File: config.mk
export PLATFORM = sky130hd
export DESIGN_NAME = ges_ctrl
export DESIGN_NICKNAME = d
export VERILOG_FILES = /design/src/hw/rtl/ges_pkg.sv /design/src/hw/rtl/ges_ctrl.sv
export SDC_FILE = /design/constraint.sdc
export NUM_CORES = 1
export LEC_CHECK = 0
export ABC_AREA = 1
export CAP_MARGIN = 20
export CORE_MARGIN = 5
export CORE_UTILIZATION = 45
export CTS_CLUSTER_DIAMETER = 50
export CTS_CLUSTER_SIZE = 8
export DETAILED_ROUTE_END_ITERATION = 16
export DONT_BUFFER_PORTS = 1
export REMOVE_ABC_BUFFERS = 1
export SETUP_SLACK_MARGIN = 0.4
export SLEW_MARGIN = 0
export SYNTH_ARGS = -nofsm -noshare
export SYNTH_HDL_FRONTEND = slang
export SYNTH_SLANG_ARGS = --single-unit
File: constraint.sdc
create_clock -name clk -period 1.9 [get_ports clk]
set_input_delay 0.38 -clock clk [delete_from_list [all_inputs] [get_ports clk]]
set_output_delay 0.38 -clock clk [all_outputs]
set_load 0.02 [all_outputs]
File: src/hw/rtl/ges_pkg.sv
// Shared types, command codes and saturation helpers for the gravity body stepper.
// Used by ges_ctrl, ges_dp and gravity_euler_body_step_top.
`timescale 1ns / 1ps
package ges_pkg;

  // Datapath command word
  typedef logic [4:0] cmd_t;

  localparam cmd_t CMD_NONE    = 5'd0;
  localparam cmd_t CMD_LATCH   = 5'd1;
  localparam cmd_t CMD_PLACE   = 5'd2;
  localparam cmd_t CMD_LOAD    = 5'd3;
  localparam cmd_t CMD_MUL_GM  = 5'd4;
  localparam cmd_t CMD_TAKE_P1 = 5'd5;
  localparam cmd_t CMD_READ    = 5'd6;
  localparam cmd_t CMD_DELTA   = 5'd7;
  localparam cmd_t CMD_SQ_X    = 5'd8;
  localparam cmd_t CMD_SQ_Y    = 5'd9;
  localparam cmd_t CMD_SUM     = 5'd10;
  localparam cmd_t CMD_ROOT    = 5'd11;
  localparam cmd_t CMD_KILL    = 5'd12;
  localparam cmd_t CMD_SKIP    = 5'd13;
  localparam cmd_t CMD_MUL_M   = 5'd14;
  localparam cmd_t CMD_DIV_Q   = 5'd15;
  localparam cmd_t CMD_DIV_F   = 5'd16;
  localparam cmd_t CMD_DIV_C   = 5'd17;
  localparam cmd_t CMD_DIV     = 5'd18;
  localparam cmd_t CMD_TAKE_F  = 5'd19;
  localparam cmd_t CMD_MUL_FX  = 5'd20;
  localparam cmd_t CMD_MUL_FY  = 5'd21;
  localparam cmd_t CMD_ACC_X   = 5'd22;
  localparam cmd_t CMD_ACC_Y   = 5'd23;
  localparam cmd_t CMD_UPDATE  = 5'd24;
  localparam cmd_t CMD_PUBLISH = 5'd25;

  // Item kinds carried on tuser
  localparam logic [1:0] KIND_PLACE = 2'd0;
  localparam logic [1:0] KIND_LOAD  = 2'd1;
  localparam logic [1:0] KIND_TICK  = 2'd2;

  // Configuration register indexes
  localparam logic [1:0] REG_BODY_MASS   = 2'd0;
  localparam logic [1:0] REG_BODY_RADIUS = 2'd1;
  localparam logic [1:0] REG_GRAVITY     = 2'd2;

  // Datapath status toward the controller
  typedef struct packed {
    logic [1:0] kind;
    logic       dead;
    logic       idx_end;
    logic       last;
    logic       hit;
    logic       zero;
  } stat_t;

  // Take a Q16.16 product back to Q16.16, clamp to unsigned 32 bits
  function automatic logic [31:0] sat_q16(input logic [65:0] p);
    logic [31:0] r;
    r = (|p[65:48]) ? 32'hFFFF_FFFF : p[47:16];
    return r;
  endfunction

  // Clamp a wide signed value to signed 32 bits
  function automatic logic [31:0] sat_s32(input logic signed [63:0] v);
    logic [31:0] r;
    if (v > 64'sd2147483647) begin
      r = 32'h7FFF_FFFF;
    end else if (v < -64'sd2147483648) begin
      r = 32'h8000_0000;
    end else begin
      r = v[31:0];
    end
    return r;
  endfunction

endpackage

File: src/hw/rtl/ges_ctrl.sv
// Sequencer for the gravity body stepper: handshakes and per-item command stream.
// Depends on ges_pkg.
`timescale 1ns / 1ps
module ges_ctrl (
  input  logic           clk,
  input  logic           rst_n,
  input  logic           in_tvalid,
  output logic           in_tready,
  output logic           out_tvalid,
  input  logic           out_tready,
  output ges_pkg::cmd_t  cmd,
  input  ges_pkg::stat_t stat
);
  import ges_pkg::*;

  localparam logic [4:0] S_IDLE  = 5'd0;
  localparam logic [4:0] S_DISP  = 5'd1;
  localparam logic [4:0] S_GM    = 5'd2;
  localparam logic [4:0] S_P1    = 5'd3;
  localparam logic [4:0] S_CHK   = 5'd4;
  localparam logic [4:0] S_DELTA = 5'd5;
  localparam logic [4:0] S_SQX   = 5'd6;
  localparam logic [4:0] S_SQY   = 5'd7;
  localparam logic [4:0] S_SUM   = 5'd8;
  localparam logic [4:0] S_ROOT  = 5'd9;
  localparam logic [4:0] S_TEST  = 5'd10;
  localparam logic [4:0] S_DIVQ0 = 5'd11;
  localparam logic [4:0] S_DIVQ  = 5'd12;
  localparam logic [4:0] S_DIVF0 = 5'd13;
  localparam logic [4:0] S_DIVF  = 5'd14;
  localparam logic [4:0] S_TAKEF = 5'd15;
  localparam logic [4:0] S_MULFX = 5'd16;
  localparam logic [4:0] S_DIVX0 = 5'd17;
  localparam logic [4:0] S_DIVX  = 5'd18;
  localparam logic [4:0] S_ACCX  = 5'd19;
  localparam logic [4:0] S_MULFY = 5'd20;
  localparam logic [4:0] S_DIVY0 = 5'd21;
  localparam logic [4:0] S_DIVY  = 5'd22;
  localparam logic [4:0] S_ACCY  = 5'd23;
  localparam logic [4:0] S_UPD   = 5'd24;
  localparam logic [4:0] S_DONE  = 5'd25;

  logic [4:0] state_r, state_nxt;
  logic       out_valid_r, out_valid_nxt;

  assign out_tvalid = out_valid_r;
  assign in_tready  = (state_r == S_IDLE);

  // Next state and command
  always_comb begin
    state_nxt = state_r;
    cmd       = CMD_NONE;
    unique case (state_r)
      S_IDLE: begin
        if (in_tvalid) begin
          cmd       = CMD_LATCH;
          state_nxt = S_DISP;
        end
      end
      S_DISP: begin
        if (stat.kind == KIND_PLACE) begin
          cmd       = CMD_PLACE;
          state_nxt = S_DONE;
        end else if (stat.kind == KIND_LOAD) begin
          cmd       = CMD_LOAD;
          state_nxt = S_DONE;
        end else if (stat.kind == KIND_TICK && !stat.dead) begin
          state_nxt = S_GM;
        end else begin
          state_nxt = S_DONE;
        end
      end
      S_GM: begin
        cmd       = CMD_MUL_GM;
        state_nxt = S_P1;
      end
      S_P1: begin
        cmd       = CMD_TAKE_P1;
        state_nxt = S_CHK;
      end
      S_CHK: begin
        if (stat.idx_end) begin
          state_nxt = S_UPD;
        end else begin
          cmd       = CMD_READ;
          state_nxt = S_DELTA;
        end
      end
      S_DELTA: begin
        cmd       = CMD_DELTA;
        state_nxt = S_SQX;
      end
      S_SQX: begin
        cmd       = CMD_SQ_X;
        state_nxt = S_SQY;
      end
      S_SQY: begin
        cmd       = CMD_SQ_Y;
        state_nxt = S_SUM;
      end
      S_SUM: begin
        cmd       = CMD_SUM;
        state_nxt = S_ROOT;
      end
      S_ROOT: begin
        cmd = CMD_ROOT;
        if (stat.last) state_nxt = S_TEST;
      end
      S_TEST: begin
        if (stat.hit) begin
          cmd       = CMD_KILL;
          state_nxt = S_DONE;
        end else if (stat.zero) begin
          cmd       = CMD_SKIP;
          state_nxt = S_CHK;
        end else begin
          cmd       = CMD_MUL_M;
          state_nxt = S_DIVQ0;
        end
      end
      S_DIVQ0: begin
        cmd       = CMD_DIV_Q;
        state_nxt = S_DIVQ;
      end
      S_DIVQ: begin
        cmd = CMD_DIV;
        if (stat.last) state_nxt = S_DIVF0;
      end
      S_DIVF0: begin
        cmd       = CMD_DIV_F;
        state_nxt = S_DIVF;
      end
      S_DIVF: begin
        cmd = CMD_DIV;
        if (stat.last) state_nxt = S_TAKEF;
      end
      S_TAKEF: begin
        cmd       = CMD_TAKE_F;
        state_nxt = S_MULFX;
      end
      S_MULFX: begin
        cmd       = CMD_MUL_FX;
        state_nxt = S_DIVX0;
      end
      S_DIVX0: begin
        cmd       = CMD_DIV_C;
        state_nxt = S_DIVX;
      end
      S_DIVX: begin
        cmd = CMD_DIV;
        if (stat.last) state_nxt = S_ACCX;
      end
      S_ACCX: begin
        cmd       = CMD_ACC_X;
        state_nxt = S_MULFY;
      end
      S_MULFY: begin
        cmd       = CMD_MUL_FY;
        state_nxt = S_DIVY0;
      end
      S_DIVY0: begin
        cmd       = CMD_DIV_C;
        state_nxt = S_DIVY;
      end
      S_DIVY: begin
        cmd = CMD_DIV;
        if (stat.last) state_nxt = S_ACCY;
      end
      S_ACCY: begin
        cmd       = CMD_ACC_Y;
        state_nxt = S_CHK;
      end
      S_UPD: begin
        cmd       = CMD_UPDATE;
        state_nxt = S_DONE;
      end
      S_DONE: begin
        if (!out_valid_r || out_tready) begin
          cmd       = CMD_PUBLISH;
          state_nxt = S_IDLE;
        end
      end
      default: state_nxt = S_IDLE;
    endcase
  end

  // Output valid: set on publish, drop on transfer
  always_comb begin
    out_valid_nxt = out_valid_r;
    if (cmd == CMD_PUBLISH) begin
      out_valid_nxt = 1'b1;
    end else if (out_tready) begin
      out_valid_nxt = 1'b0;
    end
  end

  always_ff @(posedge clk) begin
    if (!rst_n) begin
      state_r     <= S_IDLE;
      out_valid_r <= 1'b0;
    end else begin
      state_r     <= state_nxt;
      out_valid_r <= out_valid_nxt;
    end
  end

endmodule

---- Word level (Yosys, flattened, before mapping) ----
Index checks and enable logic that the tools add are counted.
cells by class
  $add $sub $neg .......................... 0
  multiply operators ...................... 0
  div/mod/pow operators ................... 0
  order comparisons ....................... 0
  equality and inequality tests ........... 35
  shift-type cells ........................ 0
  muxes and demuxes ....................... 24
  bitwise gates (word level) .............. 0
  reductions and logical operators ........ 11
operators with widths
  operator                                                         count
  5-bit case mux with 25 select lines                              1
  5-bit case mux with 22 select lines                              1
  5-bit two-way mux                                                13
  5-bit == test, second input constant                             11
  5-bit by 4-bit == test with 1-bit output, second input constant  8
  5-bit by 3-bit == test with 1-bit output, second input constant  4
  2-bit inequality test, second input constant                     7
  5-bit by 2-bit == test with 1-bit output, second input constant  2
  2-bit two-way mux                                                4
  7-bit AND reduction                                              1
  5-bit by 1-bit == test with 1-bit output, second input constant  1
  5-bit zero test                                                  1
  4-bit two-way mux                                                1
  2-bit OR reduction                                               2
  4-bit OR reduction                                               1
  1-bit two-way mux                                                3
  3-bit two-way mux                                                1
  2-bit by 1-bit == test with 1-bit output, second input constant  1
  2-bit == test, second input constant                             1
  1-bit zero test                                                  2
  2-bit zero test                                                  1
  2-bit nonzero test                                               1
  1-bit logical AND                                                1
  1-bit logical OR                                                 1
word-level totals
  register bits after elaboration ......... 6
  bits in latches ......................... 0
  RAM bits ................................ 0
  bits in read-only memories .............. 0
  input port bits ......................... 11
  output and inout bits ................... 7
  logic and storage cells ................. 72
  memories ................................ 0

---- Logic depth before layout (Yosys ltp) ----
  word-level depth ........................ 6
  mapped depth ............................ 10
  gate-level depth less buffers ........... 9

---- Worst setup path before layout ----
No wires, ideal clock.
  path type ............................... reg-to-output
  start point ............................. register state_r[2]
  end point ............................... output cmd[0]
  arrival time ............................ 1.241 ns
  data required time ...................... 1.520 ns
  slack ................................... 0.279 ns
  stages on the path, launching flop included .. 7
  path buffers ............................ 1
  path through ............................ dfxtp_1 buf_4 nor2_2 inv_1 nor2_2 a21oi_1 nand4_1
on the way
  elaborated cells between the ends (all ways) .. 29
  those cells by class .................... eq/ne (25); mux (1); reduce/logical (3)
RTL lines
  what                                 RTL line         RTL
  start: declaration                   ges_ctrl.sv:43   logic [4:0] state_r, state_nxt;
  start signal: assignment             ges_ctrl.sv:202  state_r <= state_nxt;
  5-bit zero test                      -
  via in_tready                        ges_ctrl.sv:8    output logic in_tready,
  5-bit case mux with 22 select lines  ges_ctrl.sv:53   unique case (state_r)
  end: declaration                     ges_ctrl.sv:11   output ges_pkg::cmd_t cmd,
The timed path passes the listed nets, and every way through them passes these cells.

---- Final worst setup path ----
  start point ............................. register state_r[2]
  end point ............................... output cmd[0]
on the way
  longest elaborated chain between the ends .. 3
  elaborated cells between the ends (all ways) .. 29
  those cells by class .................... eq/ne (25); mux (1); reduce/logical (3)
RTL lines
  what                                                                       RTL line
  5-bit == test or 5-bit by 4-bit == test with 1-bit output (tied branches)  ges_ctrl.sv:53
  4-bit OR reduction (no line) or 2-bit OR reduction (tied branches)         -
  5-bit case mux with 22 select lines *                                      ges_ctrl.sv:53
Mark *: on every way between the ends. The rest lies on a longest branch, timed or not.

==> results.toml <==
[status]
status = "complete, but fails checks"
violations = "setup timing"

[yosys]
yosysSeqAreaShare_pct = 14.0
synth_area_per_cell_um2 = 4.93
synth-edff-count = 0
synth_cells = 174
syn-cell-area_um2 = 858
synth_area_leaders = "nand2_1 (22%), nor2_1 (16%), dfxtp_1 (14%)"
ys_warn_count = 0
ys_ff_latch = 6
synthArstFlopShare_pct = 0
synth.top_cell.area_share_pct = 21.9
post-synth-top-count-cell = "nand2_1"
ys.flop_type = "dfxtp_1"
yosys.cell_types.count = 20
ys_top_cells_by_count = "nand2_1 (50), nor2_1 (36), inv_1 (22)"
synth_top_cell_by_area = "nand2_1"

[grt]
gr-total-overflow = 0
antenna_found_initial = 0
grt_max_degree = 9
grt_use_total_pct = 29.2
first_global_vias = 1349
grt_pass1_wl_um = 6110

[placement]
port_buffers = 0
gp_congestion = 0.935
dp_cells = 206
dpl_worst_slack_ps = 53.8
dp_hpwl_um = 2270

[clocking]
cts_buffers = 3
clockBufferDepth = 2
cts_sinks = 6
clock_latency_ps = 270
htree_levels = 1
cts_tree = "yes"
clk_pin_slew_ps = 50
root_buffer = "clkbuf_4"
cts_hold_repair.buffers = 0

[worst_setup_path]
critPathKind = "flop to primary output"
critical_path_arrival_ps = 1600
rr_endpoint = "state_r[0]"
r2r-start = "state_r[1]"
path_max_fanout = 7
critical_path_required_ps = 1520
reg2reg_slack_ps = 160
r2r_cells = 11
endpoint_kind = "primary output"
cp-start-kind = "flop"

[floorplanning]
die_h_um = 53.7
coreArea_um2 = 1760
die_area_um2 = 2880
io_pins = 18
start_util_pct = 48.7
die_w_um = 53.7
rows = 15

[layout]
syn2layout_area_growth_pct = 72.4
drive_above_1_share_pct = 52.4
final_nets = 223
seq_area_um2 = 136
final_cells = 235
antenna_cells = 0
nFillCells = 112
multiInputGateArea_um2 = 878

[drt]
wl_met2_um = 1960
final_antenna_net_count = 0
wl_um = 4650
first_pass_iters = 6
drt-met1-wl_um = 1580
viasPerCell = 6.60
vias = 1550
wl_met3_um = 709
maxUsedRoutingLayer = "met4"
drc = 0
wl_per_cell_um = 19.8
drtIter0Drc = 171

[hold_path]
hold_end = "state_r[0]"
hold_start = "stat[2]"
hold_path_class = "primary input to flop"
holdPathStages = 3

[timing]
rsz0062_at_grt = "yes"
final_hold_viol_count = 0
period_share_pct = 104
fin_setup_tns_ps = -124
fmax_ghz = 0.504
setup_viol = 3
report.final.slew_viol_count = 0
fin_ws_ps = -83.7
clock-skew-final_ps = 17.8
tightestPinTransition_ps = 314
slew-limit-headroom_pct = 79.0
min_period_ps = 1980

[pwr]
ir_worst_vdd_v = 0.00101
p_per_area_nw_per_um2 = 1480
p_leak_nw = 0.802

[job]
cap_violations = 0
## worst max-delay path by stage
stage / start / endpoint / cells past startpoint
finish: state_r[2] / cmd[0] / 7
global route: state_r[2] / cmd[0] / 7
CTS: state_r[3] / cmd[4] / 6
detailed placement: state_r[2] / cmd[1] / 6
global placement: state_r[2] / cmd[1] / 6
floorplan: state_r[4] / cmd[0] / 6
## layout by cell type (no fill, tap or decap), types with 3 or more instances in the layout
cell type and n:
a21oi_1 4, a21oi_2 3, buf_4 25, buf_6 9, clkbuf_4 3, dfxtp_4 4
inv_1 18, inv_2 6, nand2_1 33, nand2_2 15, nand3_1 9, nand3_2 7
nand4_1 7, nor2_1 21, nor2_2 10, nor2_4 11, nor3_2 5
## per-stage QoR
| step | util (%) | instance area, um2 | power [mW] | hold slack, ps |
|---|---|---|---|---|
| after floorplan | - | 846 | 0.891 | 499 |
| after global placement | 53.5 | 945 | 1.18 | 515 |
| after detailed placement | 53.5 | 945 | 1.17 | 528 |
| after CTS | 73.9 | 1300 | 1.73 | 349 |
| after global routing | 83.9 | 1480 | 2.27 | 362 |
| final | 83.9 | 1480 | 2.19 | 362 |
## layer usage
layer / vias to the layer above / track usage [%]
met4: 0 / 15.3
met2: 191 / 48.0
met3: 60 / 8.59
met1: 668 / 33.7
met5: - / 0
li1: 631 / -
## critical path: stages, from the launching register on
cell and delay [ps]:
dfxtp_4 390, nand2_1 130, inv_1 90, nand2_1 140
inv_1 120, nor3b_2 180, nand4_1 120, buf_4 180
## power breakdown
| part | switching (mW) | internal [mW] | total [mW] |
|---|---|---|---|
| registers | 0.0920 | 0.178 | 0.270 |
| logic | 1.04 | 0.749 | 1.78 |
| clock network | 0.0630 | 0.0726 | 0.136 |
## final cells by class
type                    instances  share of cell area, %
inverters                      26                   6.93
well taps                      25                   2.11
flip-flops and latches          6                   9.21
repair buffers                 35                   20.9
clock buffers                   3                   1.52
multi-input cells             140                   59.3
## state kept, by name, indices dropped and copies added, names as in the netlist
name	count
state_r	5
out_tvalid	1
## what timing repair did
item | CTS | global route
hold endpoints to repair | 0 | 0
pin swaps | 21 | 19
endpoints found under the setup margin | 10 | 10
buffers inserted | 18 | 8
gates resized for setup | 64 | 28
## cells by family (layout without fill, tap and decap cells)
family,Yosys count,count (layout),share of synthesized area (%)
compound gates,13,13,8.16
buf+inv,28,64,12.8
flops,6,6,14.0
simple gates,127,127,65.0
(Power assumes the default switching activity.)
